**src/rtl/zpconv_pkg.sv**
```systemverilog
package zpconv_pkg;

  localparam int IMAGE_DIM  = 512;
  localparam int KERNEL_DIM = 5;
  localparam int KCENTER    = (KERNEL_DIM - 1) / 2;
  localparam int KTAPS      = KERNEL_DIM * KERNEL_DIM;

  localparam int CMD_W   = 2;
  localparam int COORD_W = 9;
  localparam int PIX_W   = 8;
  localparam int KIDX_W  = 5;
  localparam int COEF_W  = 16;
  localparam int FILT_W  = 29;

  // Signed window position: two extra bits cover the negative offsets and the carry.
  localparam int POS_W  = COORD_W + 2;
  localparam int IMG_AW = $clog2(IMAGE_DIM * IMAGE_DIM);
  localparam int KOFF_W = $clog2(KERNEL_DIM);
  localparam int PROD_W = COEF_W + PIX_W + 1;

  localparam logic [CMD_W-1:0] CMD_WR_COEF = 2'd0;
  localparam logic [CMD_W-1:0] CMD_WR_PIX  = 2'd1;
  localparam logic [CMD_W-1:0] CMD_COMPUTE = 2'd2;

  typedef struct packed {
    logic                img_we;
    logic [IMG_AW-1:0]   img_addr;
    logic [PIX_W-1:0]    pix;
    logic                coef_we;
    logic [KIDX_W-1:0]   coef_addr;
    logic [COEF_W-1:0]   coef;
  } wr_t;

  typedef struct packed {
    logic                valid;
    logic                hit;
    logic                last;
    logic [IMG_AW-1:0]   img_addr;
    logic [KIDX_W-1:0]   coef_addr;
  } tap_t;

  typedef struct packed {
    logic idle;
    logic load;
  } seq_ctl_t;

  function automatic logic on_image(logic [POS_W-1:0] pos);
    return !pos[POS_W-1] && (pos < POS_W'(IMAGE_DIM));
  endfunction

  function automatic logic [IMG_AW-1:0] img_addr(logic [POS_W-1:0] r, logic [POS_W-1:0] c);
    return IMG_AW'(r) * IMG_AW'(IMAGE_DIM) + IMG_AW'(c);
  endfunction

endpackage

```
**src/rtl/zpconv_seq.sv**
```systemverilog
module zpconv_seq (
  input  logic                          clk,
  input  logic                          rst_n,
  input  logic                          start,
  input  logic [zpconv_pkg::COORD_W-1:0] row_in,
  input  logic [zpconv_pkg::COORD_W-1:0] col_in,
  input  logic                          mac_done,
  input  logic                          out_busy,
  output zpconv_pkg::seq_ctl_t          ctl,
  output zpconv_pkg::tap_t              tap,
  output logic [zpconv_pkg::COORD_W-1:0] row,
  output logic [zpconv_pkg::COORD_W-1:0] col
);
  import zpconv_pkg::*;

  typedef enum logic [3:0] {
    S_IDLE  = 4'b0001,
    S_RUN   = 4'b0010,
    S_DRAIN = 4'b0100,
    S_DONE  = 4'b1000
  } state_t;

  state_t              state_r, state_nxt;
  logic [COORD_W-1:0]  row_r, row_nxt;
  logic [COORD_W-1:0]  col_r, col_nxt;
  logic [KOFF_W-1:0]   kr_r, kr_nxt;
  logic [KOFF_W-1:0]   kc_r, kc_nxt;
  logic [KIDX_W-1:0]   kidx_r, kidx_nxt;
  logic [POS_W-1:0]    pos_r;
  logic [POS_W-1:0]    pos_c;
  logic                last_tap;

  assign last_tap = (kidx_r == KIDX_W'(KTAPS - 1));

  always_comb begin
    state_nxt = state_r;
    row_nxt   = row_r;
    col_nxt   = col_r;
    kr_nxt    = kr_r;
    kc_nxt    = kc_r;
    kidx_nxt  = kidx_r;
    case (state_r)
      S_IDLE: begin
        if (start) begin
          state_nxt = S_RUN;
          row_nxt   = row_in;
          col_nxt   = col_in;
          kr_nxt    = '0;
          kc_nxt    = '0;
          kidx_nxt  = '0;
        end
      end
      S_RUN: begin
        if (last_tap) begin
          state_nxt = S_DRAIN;
        end else begin
          kidx_nxt = kidx_r + 1'b1;
          if (kc_r == KOFF_W'(KERNEL_DIM - 1)) begin
            kc_nxt = '0;
            kr_nxt = kr_r + 1'b1;
          end else begin
            kc_nxt = kc_r + 1'b1;
          end
        end
      end
      S_DRAIN: begin
        if (mac_done) begin
          state_nxt = S_DONE;
        end
      end
      S_DONE: begin
        if (!out_busy) begin
          state_nxt = S_IDLE;
        end
      end
      default: begin
        state_nxt = S_IDLE;
      end
    endcase
  end

  always_ff @(posedge clk) begin
    if (!rst_n) begin
      state_r <= S_IDLE;
    end else begin
      state_r <= state_nxt;
    end
  end

  always_ff @(posedge clk) begin
    row_r  <= row_nxt;
    col_r  <= col_nxt;
    kr_r   <= kr_nxt;
    kc_r   <= kc_nxt;
    kidx_r <= kidx_nxt;
  end

  // Window position of the current tap; negative values wrap into the top bit.
  assign pos_r = POS_W'(row_r) + POS_W'(kr_r) - POS_W'(KCENTER);
  assign pos_c = POS_W'(col_r) + POS_W'(kc_r) - POS_W'(KCENTER);

  assign tap.valid     = (state_r == S_RUN);
  assign tap.hit       = (state_r == S_RUN) && on_image(pos_r) && on_image(pos_c);
  assign tap.last      = (state_r == S_RUN) && last_tap;
  assign tap.img_addr  = img_addr(pos_r, pos_c);
  assign tap.coef_addr = kidx_r;

  assign ctl.idle = (state_r == S_IDLE);
  assign ctl.load = (state_r == S_DONE) && !out_busy;

  assign row = row_r;
  assign col = col_r;

endmodule

```
**config.mk**
```make
export PLATFORM = sky130hd
export DESIGN_NAME = zpconv_seq
export DESIGN_NICKNAME = d
export VERILOG_FILES = /design/src/rtl/zpconv_pkg.sv /design/src/rtl/zpconv_seq.sv
export SDC_FILE = /design/constraint.sdc
export NUM_CORES = 1
export LEC_CHECK = 0
export ABC_AREA = 1
export BUFFER_PORTS_ARGS = -buffer_cell sky130_fd_sc_hd__buf_4
export CAP_MARGIN = 20
export CORE_MARGIN = 2
export CORE_UTILIZATION = 50
export DETAILED_ROUTE_END_ITERATION = 7
export GPL_TIMING_DRIVEN = 0
export PLACE_DENSITY = 0.83
export SYNTH_ARGS = -nofsm -noshare
export SYNTH_HDL_FRONTEND = slang
export SYNTH_SLANG_ARGS = --single-unit
```
**constraint.sdc**
```tcl
create_clock -name clk -period 4.27 [get_ports clk]
set_clock_uncertainty 0.15 [all_clocks]
set_input_delay 0.427 -clock clk [delete_from_list [all_inputs] [get_ports clk]]
set_output_delay 0.427 -clock clk [all_outputs]
set_load 0.03 [all_outputs]
```
; Yosys cells after proc, flatten, opt, wreduce, memory -nomap -nowiden
; Cells that the tools add are included.
[totals]
register_bits = 33
elab_cells = 57
[op_classes]
n_addsub = 8
order_cmp = 2
n_eq_ne = 12
n_mux = 15
n_reduce_logical = 14
[ops]
columns = operator, n
row1 = "11-bit by 10-bit < comparator with 1-bit output, second input constant", 2
row2 = "10-bit by 2-bit subtractor with 11-bit output, second input constant", 2
row3 = 9-bit by 3-bit adder with 10-bit output, 2
row4 = 18-bit by 11-bit adder with 18-bit output, 1
row5 = 4-bit two-way mux, 4
row6 = 4-bit case mux with 4 select lines, 1
row7 = 3-bit two-way mux, 5
row8 = 3-bit case mux with 2 select lines, 2
row9 = 5-bit two-way mux, 2
row10 = 5-bit case mux with 2 select lines, 1
row11 = "2-bit inequality test, second input constant", 4
row12 = 4-bit AND reduction, 2
row13 = "3-bit by 1-bit adder with 3-bit output, second input constant", 2
row14 = 1-bit logical AND, 6
row15 = "5-bit by 1-bit adder with 5-bit output, second input constant", 1
row16 = "5-bit == test, second input constant", 1
row17 = "4-bit by 1-bit == test with 1-bit output, second input constant", 1
row18 = "4-bit by 2-bit == test with 1-bit output, second input constant", 1
row19 = "4-bit by 3-bit == test with 1-bit output, second input constant", 1
row20 = "4-bit == test, second input constant", 1
row21 = "2-bit by 1-bit inequality test with 1-bit output, second input constant", 2
row22 = "3-bit == test, second input constant", 1
row23 = 1-bit logical NOT, 3
row24 = 3-bit AND reduction, 1
row25 = 2 further kinds, 2

; Logic depth before layout (Yosys ltp)
; Gate-level depths: netlist of run 1.
[depth]
depth_word = 6
ltp_mapped = 22

; Worst setup path before layout of run 1
; No wires, ideal clock.
[synth_timing]
path_kind = reg2out
from = reg col_r[1] (netlist: col[1])
to = out tap[20] (netlist bit)
arrival_time_ns = 3.297
required_ns = 3.693
setup_slack_ns = 0.396
stages_incl_launch_ff = 19
path_buffers = 0
cell_sequence = edfxtp_1 > inv_1 > ha_1 > inv_1 > ha_1 > fa_1 > nand3_1 > nand2_1 > nand3_1 > nand3_1 > nand2_1 > inv_1 > ha_1 > fa_1 > nand2_1 > nor2_2 > nand3_1 > nor2_2 > xor2_1
[synth_lines]
columns = element, line
row1 = start: declaration, zpconv_seq.sv:25  ; logic [COORD_W-1:0] col_r, col_nxt;
row2 = start signal: assignment, zpconv_seq.sv:92  ; col_r <= col_nxt;
row3 = end: declaration, zpconv_seq.sv:10  ; output zpconv_pkg::tap_t tap,

==> results of run 1 <==
## cell families after synthesis
family,count (synthesis),synth area share [%]
xor gates and xnor gates,14,4.776
adders and majority gates,35,17.93
AOI/OAI and AO/OA,21,4.873
DFF,33,37.04
and+or+nand+nor,137,23.29
buffers and inverters,81,12.09
## flip-flops by register name, indices dropped and copies added, names as in the netlist
register  cells
col           9
row           9
kidx_r        5
state_r       4
kc_r          3
kr_r          3
## metal layers
metal	up-vias	global-route usage (%)	part of all wire, %
met3	8	4.497	5.0
met1	1021	23.43	43
met4	0	6.043	1.6
met5	-	0	0
li1	1163	-	-
met2	48	35.75	51
## final cells by class
| class | instances | area share (%) |
|---|---|---|
| clock buffer | 5 | 2.086 |
| clock inverter | 3 | 0.5309 |
| inverter | 80 | 9.177 |
| sequential | 33 | 28.82 |
| multi-input combinational | 207 | 40.12 |
| tap | 70 | 2.655 |
| buffer | 1 | 0.2275 |
| timing repair buffer | 71 | 16.38 |
## power breakdown
group | switching [uW] | total [uW] | leakage [uW] | internal (uW)
sequential | 23.3 | 409 | 0.000312 | 386
combinational | 406 | 644 | 0.00138 | 238
clock | 130 | 243 | 0.0000439 | 113
## layout by cell type, fill, tap and decap left out, drive strengths merged
| cell | count |
|---|---|
| a21oi | 15 |
| buf | 72 |
| clkbuf | 5 |
| clkinv | 2 |
| clkinvlp | 1 |
| dfxtp | 4 |
| edfxtp | 29 |
| fa | 3 |
| ha | 32 |
| inv | 80 |
| nand2 | 70 |
| nand3 | 26 |
| nand4 | 4 |
| nor2 | 33 |
| nor3 | 4 |
| o21ai | 4 |
| o21bai | 2 |
| xnor2 | 5 |
| xor2 | 9 |
## through the flow
step	power [uW]	setup slack (ns)	utilization, %	hold slack (ns)	cells
finish	1296	0.2917	65.43	0.1540	470
global route	1373	0.01997	65.43	0.1511	470
global placement	1033	0.5894	62.78	0.4074	459
CTS	1292	0.1503	64.49	0.1488	467
detailed placement	1050	0.4959	62.78	0.4272	459
floorplan	853.5	0.3962	-	0.3612	321
## critical path: stages (launching register included)
cell	delay, ns
edfxtp_1	0.36
inv_1	0.07
ha_1	0.27
inv_1	0.04
ha_2	0.20
fa_2	0.37
nand3_1	0.10
nand2_2	0.10
nand3_2	0.09
nand2_1	0.05
nand2_1	0.06
nand2_1	0.06
inv_1	0.07
ha_2	0.19
fa_2	0.23
nand2_1	0.08
nor2_2	0.12
nand3_1	0.10
nor2_2	0.18
nand3_1	0.09
nand2_1	0.06
nand2_1	0.04
buf_4	0.16
## how the worst max path moves through the flow
stage	from	endpoint	slack, ns	cells after the start
floorplan	col[1]	tap[20]	0.40	18
global placement	kc_r[1]	tap[22]	0.59	21
detailed placement	kc_r[1]	tap[22]	0.50	22
CTS	kc_r[1]	tap[22]	0.15	22
global route	kc_r[1]	tap[22]	0.02	22
finish	kc_r[1]	tap[22]	0.29	22
## repair_timing
action	CTS	global route
hold endpoints to repair	0	0
endpoints found under the setup margin	0	2
buffers inserted	0	2
resized for setup	0	6
==> results.md, run 1 <==
- Setup TNS: 0 ns
- Ys flop type: edfxtp_1
- Maxcap violations: 0
- Share of cells above drive strength 1: between 20% and 30%
- VDD IR max: 214.0 uV
- Root buf cell: clkbuf_8
- Setup crit end kind: primary output
- Clk_lat worst skew: just under 0.3 ns
- Vias in the first global route: between 2000 and 2500
- Worst Path Class, Setup: flip-flop to primary output
- Relative slew slack: about 64%
- Post-DR wirelength/cell: ~11 um
- Period minus WS final: 3.978 ns
- Power Density: ~390 nW/um2
- Final slew viol count: 0
- Hold EP: col[8]
- Area post-placement: roughly 3200 um2
- WP data required: roughly 3.7 ns
- Hold Path Depth: 1
- Final WL: approximately 5400 um
- DRT iter0 DRCs: between 70 and 80
- HPWL Detailed: 4312 um
- Vias/cell: between 4 and 5
- Post-Syn Area: 2567 um2
- Worst-path clk slew: ~0.08 ns
- Area growth from synthesis to layout: 28.51%
- Hold Crit Start: col_in[8]
- CTS hold repair buffers: 0
- Total nets after synthesis: ~380
- Worst reg2reg setup slack: 1.96 ns
- #FFs+latches synth: 33
- Antenna viol nets, final: 0
- Worst Path Max Fanout: 3
- Full die area: between 5000 and 6000 um2
- Drc violations: 0
- Tightest Pin Transition: 0.5396 ns
- Vias: around 2200
- Final GP Congestion: 0.9150
- Reg-to-reg startpoint: state_r[2]
- Register area: 950.9 um2
- # diodes: 0
- Arrival @ worst endpoint: roughly 3.4 ns
- Grt total ovfl: 0
- Clock Path Buffers: 2
- Synth warn: 0
- RSZ-0062 raised after global routing: false
- IO buf count: 68
- Count leader, synth: inv_1
- Synth area leaders: edfxtp_1, ha_1, inv_1
- Run status: finished clean
- Fin crit share: 93.17%
- Initial DRT Pass Iterations: 4
- Fmax: approximately 250 MHz
- DIE HEIGHT: ~76 um
- Synth cell types: 26
- Initial Util: 50.92%
- Num CTS Buffers: 5
- CTS tree: yes
- Post-synth EDFFs: 29
- Footprint of the multi-input gates: around 1300 um2
- Critical R2R Capture: kr_r[2]
- Cell taking the most area after synthesis: edfxtp_1
- Startpoint class of the critical path: flip-flop
- Synth top area share: 33.92%
- Final nets: about 460
- Final setup viols: 0
- Worst min path class: primary input to flip-flop
- Post-synthesis sequential area ratio: between 30% and 40%
- Synth async-reset ratio: 0%
- P_leak: between 0.0015 and 0.002 uW
- Core footprint: about 5000 um2
- Reg2reg path depth: 8
- Fin area: between 3000 and 4000 um2
- Gr usage total: 19.82%
- Mean Syn Cell Area: ~8.0 um2
- Htree depth: 2
- Floorplan row count: 26
- Final hold violation count: 0
- Initial antenna violation count: 0
- Fillers: around 440
- Post-synthesis instance total: between 300 and 400
- Largest net degree at the start of global routing: 20
- First-pass GRT wire length: roughly 8600 um
- IO Pins: 69
- Clock sink count: 33
- Die Span X: 75.66 um
- Most instantiated cells after synthesis: inv_1, nand2_1, ha_1
Note: power is estimated with default switching activity, not from simulation.
==> run 2, diff against run 1 <==
CTS_BUF_LIST = sky130_fd_sc_hd__clkbuf_4   (was default)
==> results.md, run 2 (synthesis gave the netlist of run 1 again) <==
- Setup TNS: 0 ns (unchanged)
- Arrival @ worst endpoint: 3.42 ns (+0.02 ns)
- Maxcap violations: 0 (unchanged)
- Final slew viol count: 0 (unchanged)
- DRT iter0 DRCs: 70 (-4.1%)
- Cells along the critical path: inv_1 > ha_1 > inv_1 > ha_2 > fa_2 > nand3_1 > nand2_2 > nand3_2 > nand2_1 > nand2_1 > nand2_1 > inv_1 > ha_2 > fa_2 > nand2_1 > nor2_2 > nand3_2 > nor2_4 > nand3_1 > nand2_1 > nand2_1 > buf_4
- Startpoint class of the critical path: flip-flop
- Final Non-Filler Cells: 470 (unchanged)
- Reg2reg path depth: 8 (unchanged)
- Post-DR wirelength/cell: 11.41 um (-0.67%)
- Clk_lat worst skew: 0.34 ns (+0.05 ns)
- Num CTS Buffers: 5 (unchanged)
- Crit. path cell count: 22 (unchanged)
- Final WL: 5363 um (-0.67%)
- Clock power frac: 14.6% (-4.1 points)
- Reg-to-reg startpoint: state_r[2]
- Setup crit end: tap[22]
- Fmax: 250.3 MHz (-0.43%)
- Vias: 2251 (+0.49%)
- IO buf count: 68 (unchanged)
- Full die area: 5724 um2 (unchanged)
- Worst reg2reg setup slack: 1.96 ns (about the same)
- Final setup viols: 0 (unchanged)
- Fin crit share: 93.57% (+0.40 points)
- Sw frac: 44.45% (+1.3 points)
- Largest net degree at the start of global routing: 20 (unchanged)
- Worst-path clk slew: 0.12 ns (+0.04 ns)
- Cell family with most CP delay: adder cells
- Area post-placement: 3166 um2 (unchanged)
- Final hold violation count: 0 (unchanged)
- Area growth from synthesis to layout: 27.68%
- Vias in the first global route: 2062 (-0.24%)
- Period minus WS final: 3.995 ns (+0.01703 ns)
- Drc violations: 0 (unchanged)
- Initial antenna violation count: 0 (unchanged)
- CTS hold repair buffers: 0 (unchanged)
- WP data required: 3.69 ns (about the same)
- IO Pins: 69 (unchanged)
- Fin area: 3278 um2 (-0.64%)
- Worst Path Class, Setup: flip-flop to primary output
- Cell mode on critical path: nand2_1
- Final GP Congestion: 0.9150 (unchanged)
- Internal Power: 687.0 uW (-6.8%)
- Initial DRT Pass Iterations: 4 (unchanged)
- Critical path buffer and inverter count: 4 (unchanged)
- # diodes: 0 (unchanged)
- CTS tree: yes
- CP peak stage delay: 0.37 ns (about the same)
- CP Launch Point: kc_r[1]
- Fillers: 447 (+2.5%)
- Setup crit end kind: primary output
- Worst Path Max Fanout: 3 (unchanged)
- P_leak: 0.001725 uW (-0.71%)
- First-pass GRT wire length: 8597 um (about the same)
- Root buf cell: clkbuf_4
- Critical R2R Capture: kr_r[2]
- Most frequent cells in the layout: inv_1, buf_4, nand2_1
- Tot Pwr: 1237 uW (-4.6%)
- Worst min path class: primary input to flip-flop
- VDD IR max: 196.0 uV (-8.4%)
- DIE HEIGHT: 75.66 um (unchanged)
- Die Span X: 75.66 um (unchanged)
- Crit-path slowest cell: edfxtp_1
- Grt total ovfl: 0 (unchanged)
- Share of cells above drive strength 1: 26.50% (+0.25 points)
- Core footprint: 5042 um2 (unchanged)
- Relative slew slack: 64.03% (about the same)
- Htree depth: 2 (unchanged)
- Clock sink count: 33 (unchanged)
- Gr usage total: 19.74% (-0.083 points)
- Post-layout utilization of the core: 65.01% (-0.42 points)
- Power Density: 377.3 nW/um2 (-4.0%)
- Net Sw Power: 549.7 uW (-1.7%)
- Sequential Power Share: 33.1% (+1.5 points)
- Tightest Pin Transition: 0.5390 ns (-0.0006032 ns)
- Gate power share: 52.3% (+2.6 points)
- Vias/cell: 4.789 (+0.49%)
- Clock Path Buffers: 2 (unchanged)
- Run status: finished clean
- Floorplan row count: 26 (unchanged)
- HPWL Detailed: 4312 um (unchanged)
- Initial Util: 50.92% (unchanged)
- Placed cell count: 459 (unchanged)
- Antenna viol nets, final: 0 (unchanged)
- Final nets: 457 (unchanged)
[run 2: cell counts in the layout (fill, tap and decap cells not counted)]
No cell type changed its count.
[run 2: power by group through the flow]
stage | clock [uW] | sequential, uW | combinational (uW)
global route | 195 | 413 | 709
detailed placement | 0 | 417 | 633
CTS | 188 | 410 | 636
global placement | 0 | 416 | 617
floorplan | 0 | 449 | 404
finish | 180 | 409 | 647
[run 2: worst min-delay path by stage]
stage / startpoint / endpoint / slack (ns) / depth (start not counted)
5_1_grt: row_in[2] / row[2] / 0.08 / 1
6_report: col_in[8] / col[8] / 0.10 / 1
4_1_cts: col_in[8] / col[8] / 0.09 / 1
3_5_place_dp: state_r[2] / state_r[3] / 0.43 / 4
2_1_floorplan: rst_n / state_r[0] / 0.36 / 1
3_3_place_gp: state_r[3] / state_r[3] / 0.41 / 2
[run 2: worst register-to-register path: cells and delay by family, from the launching register on]
family / cells / cell delay [ns]
simple gates: 3 / 0.81
buf+inv: 4 / 0.43
flops: 1 / 0.33
compound gates: 1 / 0.28
[run 2: timing repair]
item | 4_1_cts | 5_1_grt
setup buffers | 0 | 2
setup endpoints to repair | 0 | 3
hold endpoints to repair | 0 | 0
gates resized for setup | 0 | 8
[run 2: final cells by class]
cell class / count / area [um2] / area share (%)
Buffer: 1 / 7.507 / 0.2290
Clock buffer: 5 / 37.54 / 1.145
Clock inverter: 3 / 17.52 / 0.5344
Inverter: 80 / 302.8 / 9.237
Multi-Input combinational cell: 207 / 1334 / 40.69
Sequential cell: 33 / 950.9 / 29.01
Tap cell: 70 / 87.58 / 2.672
Timing Repair Buffer: 71 / 540.5 / 16.49
[run 2: metal layers]
layer  GRT usage (%)  up-vias  part of all wire [%]
met5               0        -                     0
met4           5.458        0                   1.4
met3           4.497        9                   5.6
met2           35.65       55                    50
met1           23.51     1023                    42
li1                -     1164                     -
[run 2: through the flow]
step	worst slack (ns)	hold slack [ns]
2_1_floorplan	0.3962	0.3612
3_3_place_gp	0.5894	0.4074
3_5_place_dp	0.4959	0.4272
4_1_cts	0.08362	0.08831
5_1_grt	-0.005822	0.08113
6_report	0.2747	0.1018
==> run 3, diff against run 2 <==
REMOVE_ABC_BUFFERS = 1   (was default)
==> results.md, run 3 (synthesis gave the netlist of run 1 again) <==
- Cells along the critical path: inv_1 > ha_1 > inv_1 > ha_2 > fa_2 > nand3_1 > nand2_2 > nand3_2 > nand2_1 > nand2_1 > nand2_1 > inv_1 > ha_2 > fa_2 > nand2_1 > nor2_2 > nand3_1 > nor2_2 > nand3_1 > nand2_1 > nand2_1 > buf_4
- Initial DRT Pass Iterations: 4 (unchanged)
- RSZ-0062 raised after global routing: false
- DRT iter0 DRCs: 88 (+26%)
- Vias: 2232 (-0.84%)
- First-pass GRT wire length: 8659 um (+0.72%)
- Die Span X: 75.66 um (unchanged)
- Floorplan row count: 26 (unchanged)
- Full die area: 5724 um2 (unchanged)
- Period minus WS final: 3.968 ns (-0.02719 ns)
- Final slew viol count: 0 (unchanged)
- Drc violations: 0 (unchanged)
- Fin crit share: 92.93% (-0.64 points)
- CP peak stage delay: 0.38 ns (about the same)
- Final hold violation count: 0 (unchanged)
- Most common cell after layout, fill and taps aside: inv_1
- Share of cells above drive strength 1: 25.88% (-0.62 points)
- Fillers: 427 (-4.5%)
- CTS hold repair buffers: 0 (unchanged)
- Worst-path clk slew: 0.12 ns (about the same)
- Relative slew slack: 72.33% (+8.3 points)
- Setup crit end kind: primary output
- Cell family with most CP delay: adder cells
- # diodes: 0 (unchanged)
- Antenna viol nets, final: 0 (unchanged)
- Grt total ovfl: 0 (unchanged)
- Clk_lat worst skew: 0.35 ns (about the same)
- Clock sink count: 33 (unchanged)
- Num CTS Buffers: 5 (unchanged)
- Reg-to-reg startpoint: state_r[2]
- Cell mode on critical path: nand2_1
- Startpoint class of the critical path: flip-flop
- Vias in the first global route: 2130 (+3.3%)
- Run status: finished clean
- Final WL: 5295 um (-1.3%)
- Hold Crit Start: col_in[6]
- Final GP Congestion: 0.9158 (about the same)
- Largest net degree at the start of global routing: 20 (unchanged)
- Maxcap violations: 0 (unchanged)
- DIE HEIGHT: 75.66 um (unchanged)
- Post-DR wirelength/cell: 11.31 um (-0.85%)
- Initial antenna violation count: 0 (unchanged)
- WP data required: 3.69 ns (about the same)
- Core footprint: 5042 um2 (unchanged)
- HPWL Detailed: 4337 um (+0.56%)
- Critical R2R Capture: kr_r[2]
- IO Pins: 69 (unchanged)
- Htree depth: 2 (unchanged)
- Most frequent cells in the layout: inv_1, buf_4, nand2_1
- Critical path buffer and inverter count: 4 (unchanged)
- Gr usage total: 19.94% (+0.21 points)
- Vias/cell: 4.769 (-0.42%)
- Worst reg2reg setup slack: 2.05 ns (+0.09 ns)
- Area growth from synthesis to layout: 27.83%
- Worst min path class: primary input to flip-flop
- Setup Slack @ Placement: 0.5479 ns (+0.05193 ns)
- Setup TNS: 0 ns (unchanged)
- Crit-path slowest cell: fa_2
- Tot Pwr: 1299 uW (+5.0%)
- Arrival @ worst endpoint: 3.39 ns (-0.03 ns)
- Worst Path Max Fanout: 3 (unchanged)
- Hold EP: col[6]
- Hold Path Depth: 1 (unchanged)
- Tightest Pin Transition: 0.4146 ns (-0.1244 ns)
- Initial Util: 50.92% (unchanged)
- Worst Path Class, Setup: flip-flop to primary output
- P_leak: 0.001725 uW (about the same)
- VDD IR max: 251.9 uV (+29%)
- CTS tree: yes
- Fmax: 252.0 MHz (+0.68%)
- Final nets: 455 (-0.44%)
- Power Density: 395.8 nW/um2 (+4.9%)
- Root buf cell: clkbuf_4
- Final setup viols: 0 (unchanged)
- Setup WS post-layout: 0.3019 ns (+0.02719 ns)
- Clock Path Buffers: 2 (unchanged)
- IO buf count: 68 (unchanged)
- Reg2reg path depth: 8 (unchanged)
[run 3: changes by cell type in the layout (fill, tap and decap cells not counted)]
cell / previous run / this run
bufinv_16: 0 / 1
nor2_4: 2 / 1
nand3_1: 24 / 25
clkinv_4: 0 / 1
clkinv_2: 2 / 0
buf_4: 71 / 69
nand3_2: 2 / 1
nor2_2: 2 / 3
[run 3: worst max path at each step]
stage | from | endpoint | cells after the start
6_report | kc_r[1] | tap[22] | 22
5_1_grt | kc_r[1] | tap[22] | 22
4_1_cts | kc_r[1] | tap[22] | 22
3_5_place_dp | kc_r[1] | tap[22] | 22
3_3_place_gp | kc_r[1] | tap[22] | 21
2_1_floorplan | col[1] | tap[20] | 18
[run 3: layer usage]
layer	vias to the layer above	part of all wire, %	GRT usage [%]
li1	1153	-	-
met1	1007	43	22.47
met2	65	51	36.33
met3	7	4.1	3.439
met4	0	1.7	9.552
met5	-	0	0
[run 3: layout make-up]
cell class,instances,area [um2],share of cell area (%)
sequential,33,950.9,28.97
tap,70,87.58,2.669
multi-input combinational,207,1324,40.34
clock buffer,5,37.54,1.144
inverter,80,302.8,9.226
timing repair buffer,70,533.0,16.24
clock inverter,3,46.29,1.411
[run 3: power by group]
| group | switching (uW) | internal (uW) |
|---|---|---|
| registers | 23.6 | 386 |
| logic | 406 | 237 |
| clock network | 122 | 124 |
[run 3: metrics by stage]
stage / util, % / hold slack (ns) / cell area [um2] / instances
6_report: 65.09 / 0.08975 / 3282 / 468
5_1_grt: 65.09 / 0.07082 / 3282 / 468
4_1_cts: 64.29 / 0.07242 / 3242 / 466
3_5_place_dp: 62.63 / 0.4276 / 3158 / 458
3_3_place_gp: 62.63 / 0.4100 / 3158 / 458
2_1_floorplan: - / 0.3612 / 2560 / 320
[run 3: repair_timing]
action,4_1_cts,5_1_grt
endpoints found under the setup margin,0,3
buffers inserted,0,1
gates resized for setup,0,6
